<file path="src/hw/rtl/tsr_pkg.sv">
// ----------------------------------------------------------------------------
// tsr_pkg
// Shared types and constants of the text scrollback ring.
// ----------------------------------------------------------------------------
`default_nettype none

package tsr_pkg;

    localparam int ROWS_DEF     = 32;
    localparam int COLS_DEF     = 80;
    localparam int CONSOLES_DEF = 4;

    // widest values over the parameter ranges
    localparam int CON_W   = 4;
    localparam int ROW_W   = 8;
    localparam int COL_W   = 8;
    localparam int SHOWN_W = 6;
    localparam int CCOL_W  = 7;
    localparam int VROW_W  = 5;

    localparam logic [1:0] CMD_PUT   = 2'd0;
    localparam logic [1:0] CMD_CLEAR = 2'd1;
    localparam logic [1:0] CMD_READ  = 2'd2;

    localparam logic [7:0] CH_BS    = 8'h08;
    localparam logic [7:0] CH_DEL   = 8'h7F;
    localparam logic [7:0] CH_SPACE = 8'h20;
    localparam logic [7:0] CH_LF    = 8'h0A;
    localparam logic [7:0] CH_CR    = 8'h0D;

    typedef enum logic [2:0] {
        OP_NOP,
        OP_LEN,
        OP_CHAR,
        OP_CLEAR,
        OP_READ
    } t_op;

    typedef struct packed {
        t_op                 op;
        logic [CON_W-1:0]    console;
        logic [ROW_W-1:0]    row;
        logic [COL_W-1:0]    col;
        logic [COL_W-1:0]    len;
        logic [7:0]          chr;
        logic [VROW_W-1:0]   view_row;
        logic                hit;
        logic [SHOWN_W-1:0]  shown;
        logic [CCOL_W-1:0]   cursor_col;
    } t_mem_req;

    typedef struct packed {
        logic                hit;
        logic [COL_W-1:0]    col;
        logic [SHOWN_W-1:0]  shown;
        logic [CCOL_W-1:0]   cursor_col;
    } t_rd_info;

endpackage

`default_nettype wire

</file>
<file path="src/hw/rtl/tsr_console_ctrl.sv">
// ----------------------------------------------------------------------------
// tsr_console_ctrl
// Per-console cursor state, put/clear rules and read window arithmetic.
// Emits one registered memory request per accepted item.
// ----------------------------------------------------------------------------
`default_nettype none

module tsr_console_ctrl #(
    parameter int ROWS     = tsr_pkg::ROWS_DEF,
    parameter int COLS     = tsr_pkg::COLS_DEF,
    parameter int CONSOLES = tsr_pkg::CONSOLES_DEF
) (
    input  wire                            i_clk,
    input  wire                            i_rst_n,
    input  wire                            i_accept,
    input  wire  [1:0]                     i_cmd,
    input  wire  [1:0]                     i_instance_req,
    input  wire  [7:0]                     i_char_code,
    input  wire  [5:0]                     i_window_rows,
    input  wire  [4:0]                     i_view_row,
    input  wire  [6:0]                     i_view_col,
    output tsr_pkg::t_mem_req              o_req
);

    localparam int RW  = $clog2(ROWS);
    localparam int CNW = (CONSOLES > 1) ? $clog2(CONSOLES) : 1;
    localparam int SW  = (RW + 1 > 6) ? RW + 1 : 6;
    localparam int CW  = tsr_pkg::COL_W;

    logic [RW-1:0]       r_cur_row [CONSOLES];
    logic [CW-1:0]       r_cur_col [CONSOLES];
    logic [CONSOLES-1:0] r_filled;
    tsr_pkg::t_mem_req   r_req;

    logic [CNW-1:0]      k;
    logic [RW-1:0]       cur_row;
    logic [CW-1:0]       cur_col;
    logic                cur_fill;
    logic [RW-1:0]       inc_row;
    logic [SW-1:0]       have;
    logic [SW-1:0]       cap;
    logic [SW-1:0]       shown;
    logic [SW-1:0]       cur1;
    logic [SW:0]         start_w;
    logic                hit;
    logic [RW-1:0]       n_row;
    logic [CW-1:0]       n_col;
    logic                n_fill;
    tsr_pkg::t_mem_req   n_req;

    always_comb begin
        k        = (int'(i_instance_req) < CONSOLES) ? CNW'(i_instance_req) : '0;
        cur_row  = r_cur_row[k];
        cur_col  = r_cur_col[k];
        cur_fill = r_filled[k];
        inc_row  = (cur_row == RW'(ROWS - 1)) ? '0 : cur_row + 1'b1;

        have  = cur_fill ? SW'(ROWS) : SW'(cur_row) + 1'b1;
        cap   = (SW'(i_window_rows) > SW'(ROWS)) ? SW'(ROWS) : SW'(i_window_rows);
        shown = (have < cap) ? have : cap;
        cur1  = SW'(cur_row) + 1'b1;
        start_w = (cur1 >= shown) ? {1'b0, cur1 - shown}
                                  : {1'b0, cur1} + (SW+1)'(ROWS) - {1'b0, shown};
        hit   = (shown != '0) && (SW'(i_view_row) < shown);

        n_row  = cur_row;
        n_col  = cur_col;
        n_fill = cur_fill;

        n_req            = '0;
        n_req.op         = tsr_pkg::OP_NOP;
        n_req.console    = tsr_pkg::CON_W'(k);
        n_req.row        = tsr_pkg::ROW_W'(cur_row);
        n_req.chr        = i_char_code;
        n_req.view_row   = i_view_row;

        case (i_cmd)
            tsr_pkg::CMD_PUT: begin
                if (i_char_code == tsr_pkg::CH_LF) begin
                    n_row = inc_row;
                    n_col = '0;
                    if (inc_row == '0) begin
                        n_fill = 1'b1;
                    end
                    n_req.op  = tsr_pkg::OP_LEN;
                    n_req.row = tsr_pkg::ROW_W'(inc_row);
                    n_req.len = '0;
                end else if (i_char_code == tsr_pkg::CH_BS ||
                             i_char_code == tsr_pkg::CH_DEL) begin
                    if (cur_col != '0) begin
                        n_col     = cur_col - 1'b1;
                        n_req.op  = tsr_pkg::OP_LEN;
                        n_req.len = cur_col - 1'b1;
                    end
                end else if (i_char_code == tsr_pkg::CH_CR ||
                             i_char_code < tsr_pkg::CH_SPACE) begin
                    n_req.op = tsr_pkg::OP_NOP;
                end else begin
                    // full line wraps first
                    if (int'(cur_col) >= COLS) begin
                        n_row = inc_row;
                        n_col = '0;
                        if (inc_row == '0) begin
                            n_fill = 1'b1;
                        end
                    end
                    n_req.op  = tsr_pkg::OP_CHAR;
                    n_req.row = tsr_pkg::ROW_W'(n_row);
                    n_req.col = n_col;
                    n_req.len = n_col + 1'b1;
                    n_col     = n_col + 1'b1;
                end
            end
            tsr_pkg::CMD_CLEAR: begin
                n_row    = '0;
                n_col    = '0;
                n_fill   = 1'b0;
                n_req.op = tsr_pkg::OP_CLEAR;
            end
            tsr_pkg::CMD_READ: begin
                n_req.op    = tsr_pkg::OP_READ;
                n_req.row   = tsr_pkg::ROW_W'(start_w[RW-1:0]);
                n_req.col   = CW'(i_view_col);
                n_req.hit   = hit;
                n_req.shown = tsr_pkg::SHOWN_W'(shown);
            end
            default: begin
                n_req.op = tsr_pkg::OP_NOP;
            end
        endcase

        n_req.cursor_col = tsr_pkg::CCOL_W'(n_col);
    end

    always_ff @(posedge i_clk) begin
        if (!i_rst_n) begin
            for (int i = 0; i < CONSOLES; i++) begin
                r_cur_row[i] <= '0;
                r_cur_col[i] <= '0;
            end
            r_filled <= '0;
        end else if (i_accept) begin
            r_cur_row[k] <= n_row;
            r_cur_col[k] <= n_col;
            r_filled[k]  <= n_fill;
        end
    end

    always_ff @(posedge i_clk) begin
        if (i_accept) begin
            r_req <= n_req;
        end
    end

    assign o_req = r_req;

endmodule

`default_nettype wire

</file>
<file path="config.mk">
export PLATFORM = sky130hd
export DESIGN_NAME = tsr_console_ctrl
export DESIGN_NICKNAME = d
export VERILOG_FILES = /design/src/hw/rtl/tsr_pkg.sv /design/src/hw/rtl/tsr_console_ctrl.sv
export SDC_FILE = /design/constraint.sdc
export NUM_CORES = 1
export LEC_CHECK = 0
export CAP_MARGIN = 20
export CORE_ASPECT_RATIO = 0.9
export CORE_MARGIN = 3
export CORE_UTILIZATION = 45
export CTS_CLUSTER_SIZE = 16
export DETAILED_ROUTE_END_ITERATION = 12
export DONT_BUFFER_PORTS = 1
export PLACE_DENSITY = 0.63
export SYNTH_ARGS = -nofsm -noshare
export SYNTH_HDL_FRONTEND = slang
export SYNTH_SLANG_ARGS = --single-unit
</file>
<file path="constraint.sdc">
create_clock -name i_clk -period 7.7 [get_ports i_clk]
set_input_delay 1.155 -clock i_clk [delete_from_list [all_inputs] [get_ports i_clk]]
set_output_delay 1.155 -clock i_clk [all_outputs]
set_load 0.05 [all_outputs]
</file>
==> results.md <==
- Status: finished clean
- Core box area: 0.0123 mm^2
- Post-synthesis sequential area ratio: a little under three fifths
- Placed Cells: roughly 630
- Top FF cell, synth: edfxtp_1
- Fraction of registers with async set/reset: 0%
- Relative slew slack: 37.0%
- Hold buffers post-CTS: 0
- # IOs: 91
- CTS tree: built
- I/O Buffers: 0
- Nets: approximately 530
- Largest net degree at the start of global routing: 59
- Die ar.: roughly 0.014 mm^2
- Final wirelength: 12.6 mm
- Worst Max-Slew Pin Slew: between 0.9 and 1 ns
- Minimum clock period: 5.45 ns
- Starting Density: a little under half
- Leak pwr: approximately 2.3 nW
- Clk sink count: between 100 and 150
- Clk buf depth: 2
- Fin cells: between 600 and 700
- Synthesized area: 0.00580 mm^2
- Final setup viols: 0
- Area grow syn2layout: 6.99%
- Final Cell Area: 0.00620 mm^2
- Flip-flop and latch count after synthesis: about 110
- Number of flops mapped to enable cells by yosys: between 100 and 150
- Post-layout util: ~50%
- Peak supply drop: about 0.11 mV
- RSZ-0062 raised after global routing: no
- H-tree levels: 3
- CP Class: in2reg
- Critical Path AT: about 5.5 ns
- Wire per inst: 19.5 um
- Die span in y: 114 um
- Drt first-iter violations: about 370
- Fin. Hold Viols: 0
- Critical Path RT: roughly 7.8 ns
- Commonest cells after routing, fill and taps aside: edfxtp_1 (105), nor2_1 (66), nand2_1 (29)
- Worst Path Max Fanout: 25
- Crit. End Element: flip-flop
- Post-Synthesis Cells: 487
- Share of cells above drive strength 1: between 10% and 20%
- Post-CTS Setup Bufs: 0
- Via count: about 3800
- Power per Cell Area: ~250 mW/mm^2
- Total GRT Usage: between 10% and 20%
- Vias in the first global route: 3793
- Ant. Diodes: 0
- Total of max-cap violations: 0
- Slew Viols, Final: 0
- Maximum clock rate: between 150 and 200 MHz
- Post-Syn Area per Cell: around 12 um^2
- Register clock-pin slew on the reported worst setup and hold paths: about 0.07 ns
- Syn. warnings: 0
- CTS Root Cell: clkbuf_16
- Site Rows: 38
- Unique cell type count in the Yosys netlist: slightly above 70
- # DRC: 0
- DIE WIDTH: between 100 and 150 um
- Cts repair resizes: 0
- Final Power: 1.53 mW
- First-pass GRT wire length: ~20 mm
- Antenna violations before repair: 0
- Post-DP HPWL: 9.07 mm
- HP Class: reg2reg
- Period utilization: 70.8%
- Total grt overflow: 0
- Critical path launch point type: input pin
- CTS Buf Count: 9
- Placer's final routability congestion estimate: between 0.8 and 0.9
- Most common cell after layout, fill and taps aside: edfxtp_1
- Cell Area, Placed: 0.00586 mm^2
- Worst-skew pair later-pin latency: 0.36 ns
- First-pass iteration count of the detailed router: 5
- Antenna-violating nets left: 0
- TNS Setup: 0 ns
- Skew final: 0.00867 ns
- Via density: 5.86
==> final timing paths <==
kind | start | to | slack (ns) | cells past startpoint
setup / recovery | i_instance_req[0] | o_req[47] | 2.25 | 17
setup reg to reg | r_cur_row[3][0] | o_req[47] | 2.71 | 17
hold reg to reg | r_filled[1] | r_filled[1] | 0.49 | 2
hold / removal | r_filled[1] | r_filled[1] | 0.49 | 2
==> per-layer routing <==
| layer | up-vias | GRT usage [%] | wire (um) | part of all wire (%) |
|---|---|---|---|---|
| met5 | - | 0 | 0 | 0 |
| met4 | 0 | 5.92 | 165 | 1.3 |
| met3 | 17 | 4.82 | 885 | 7.0 |
| met2 | 129 | 27.5 | 5710 | 45 |
| met1 | 1847 | 25.0 | 5840 | 46 |
| li1 | 1788 | - | - | - |
==> where the power goes <==
group / total (mW) / internal [mW] / leakage [nW] / switching (mW)
registers: 0.788 / 0.696 / 1.11 / 0.0919
clock network: 0.521 / 0.294 / 0.163 / 0.227
logic: 0.225 / 0.0884 / 0.996 / 0.137
==> flip-flops by register name, indices dropped and copies added (netlist names) <==
signal,cells
o_req,53
r_cur_row,20
r_cur_col,32
r_filled,4
==> critical path, stage by stage <==
cell and delay [ns]:
mux4_2 0.61, ha_1 0.32, and3_1 0.18, ha_1 0.35, nand2b_1 0.10, o22ai_1 0.12, maj3_1 0.40, a221oi_4 0.59
mux2i_1 0.45, inv_1 0.08, ha_1 0.18, inv_1 0.08, fa_1 0.24, nor2_1 0.05, a221o_1 0.36, xor2_1 0.15
a21oi_1 0.08
==> stage by stage <==
stage | worst slack (ns) | hold WS (ns)
final | 2.25 | 0.492
after CTS | 2.29 | 0.489
after global placement | 2.03 | 0.474
after floorplan | 2.17 | 0.456
after detailed placement | 1.94 | 0.478
after global routing | 1.90 | 0.524
==> layout make-up <==
type	instances	area, um^2
fill	1080	6110
clock buffer	9	225
sequential	109	3230
tap	160	200
clock inverter	7	115
timing repair buffer	3	22.5
multi-input combinational	330	2300
inverter	27	101
==> kinds of logic after synthesis <==
family | after synthesis | share of synthesized area, %
mux | 23 | 7.10
other cells | 1 | 0.0647
fa+ha+maj | 17 | 3.76
simple gates | 176 | 15.1
buf+inv | 53 | 4.79
xor+xnor | 14 | 2.12
flops | 109 | 55.8
compound gates | 94 | 11.2
==> synth_stat cells, drive strengths merged (2+ instances only) <==
master | number | area (um^2)
a31oi | 3 | 25.0
o31ai | 4 | 30.0
nand2b | 8 | 50.1
and2 | 9 | 56.3
nand4 | 2 | 12.5
nor2b | 9 | 56.3
o32a | 2 | 20.0
o22ai | 5 | 31.3
nand2 | 30 | 115
a221o | 2 | 20.0
or3b | 2 | 17.5
nand3b | 2 | 15.0
xnor2 | 8 | 70.1
o21a | 2 | 15.0
a21o | 7 | 55.1
edfxtp | 105 | 3150
inv | 26 | 97.6
clkbuf | 8 | 30.0
mux4 | 14 | 315
nor3 | 11 | 71.3
o21ai | 19 | 98.9
o41ai | 2 | 25.0
dfxtp | 4 | 80.1
buf | 18 | 146
or2 | 5 | 31.3
a22o | 7 | 61.3
o221ai | 3 | 26.3
a21oi | 29 | 149
mux2 | 5 | 56.3
and3 | 4 | 25.0
or4 | 4 | 30.0
ha | 15 | 188
nor2 | 67 | 254
or3 | 3 | 18.8
mux2i | 4 | 40.0
xor2 | 6 | 52.6
nand3 | 14 | 70.1
Power figures use the tool's default switching activity.
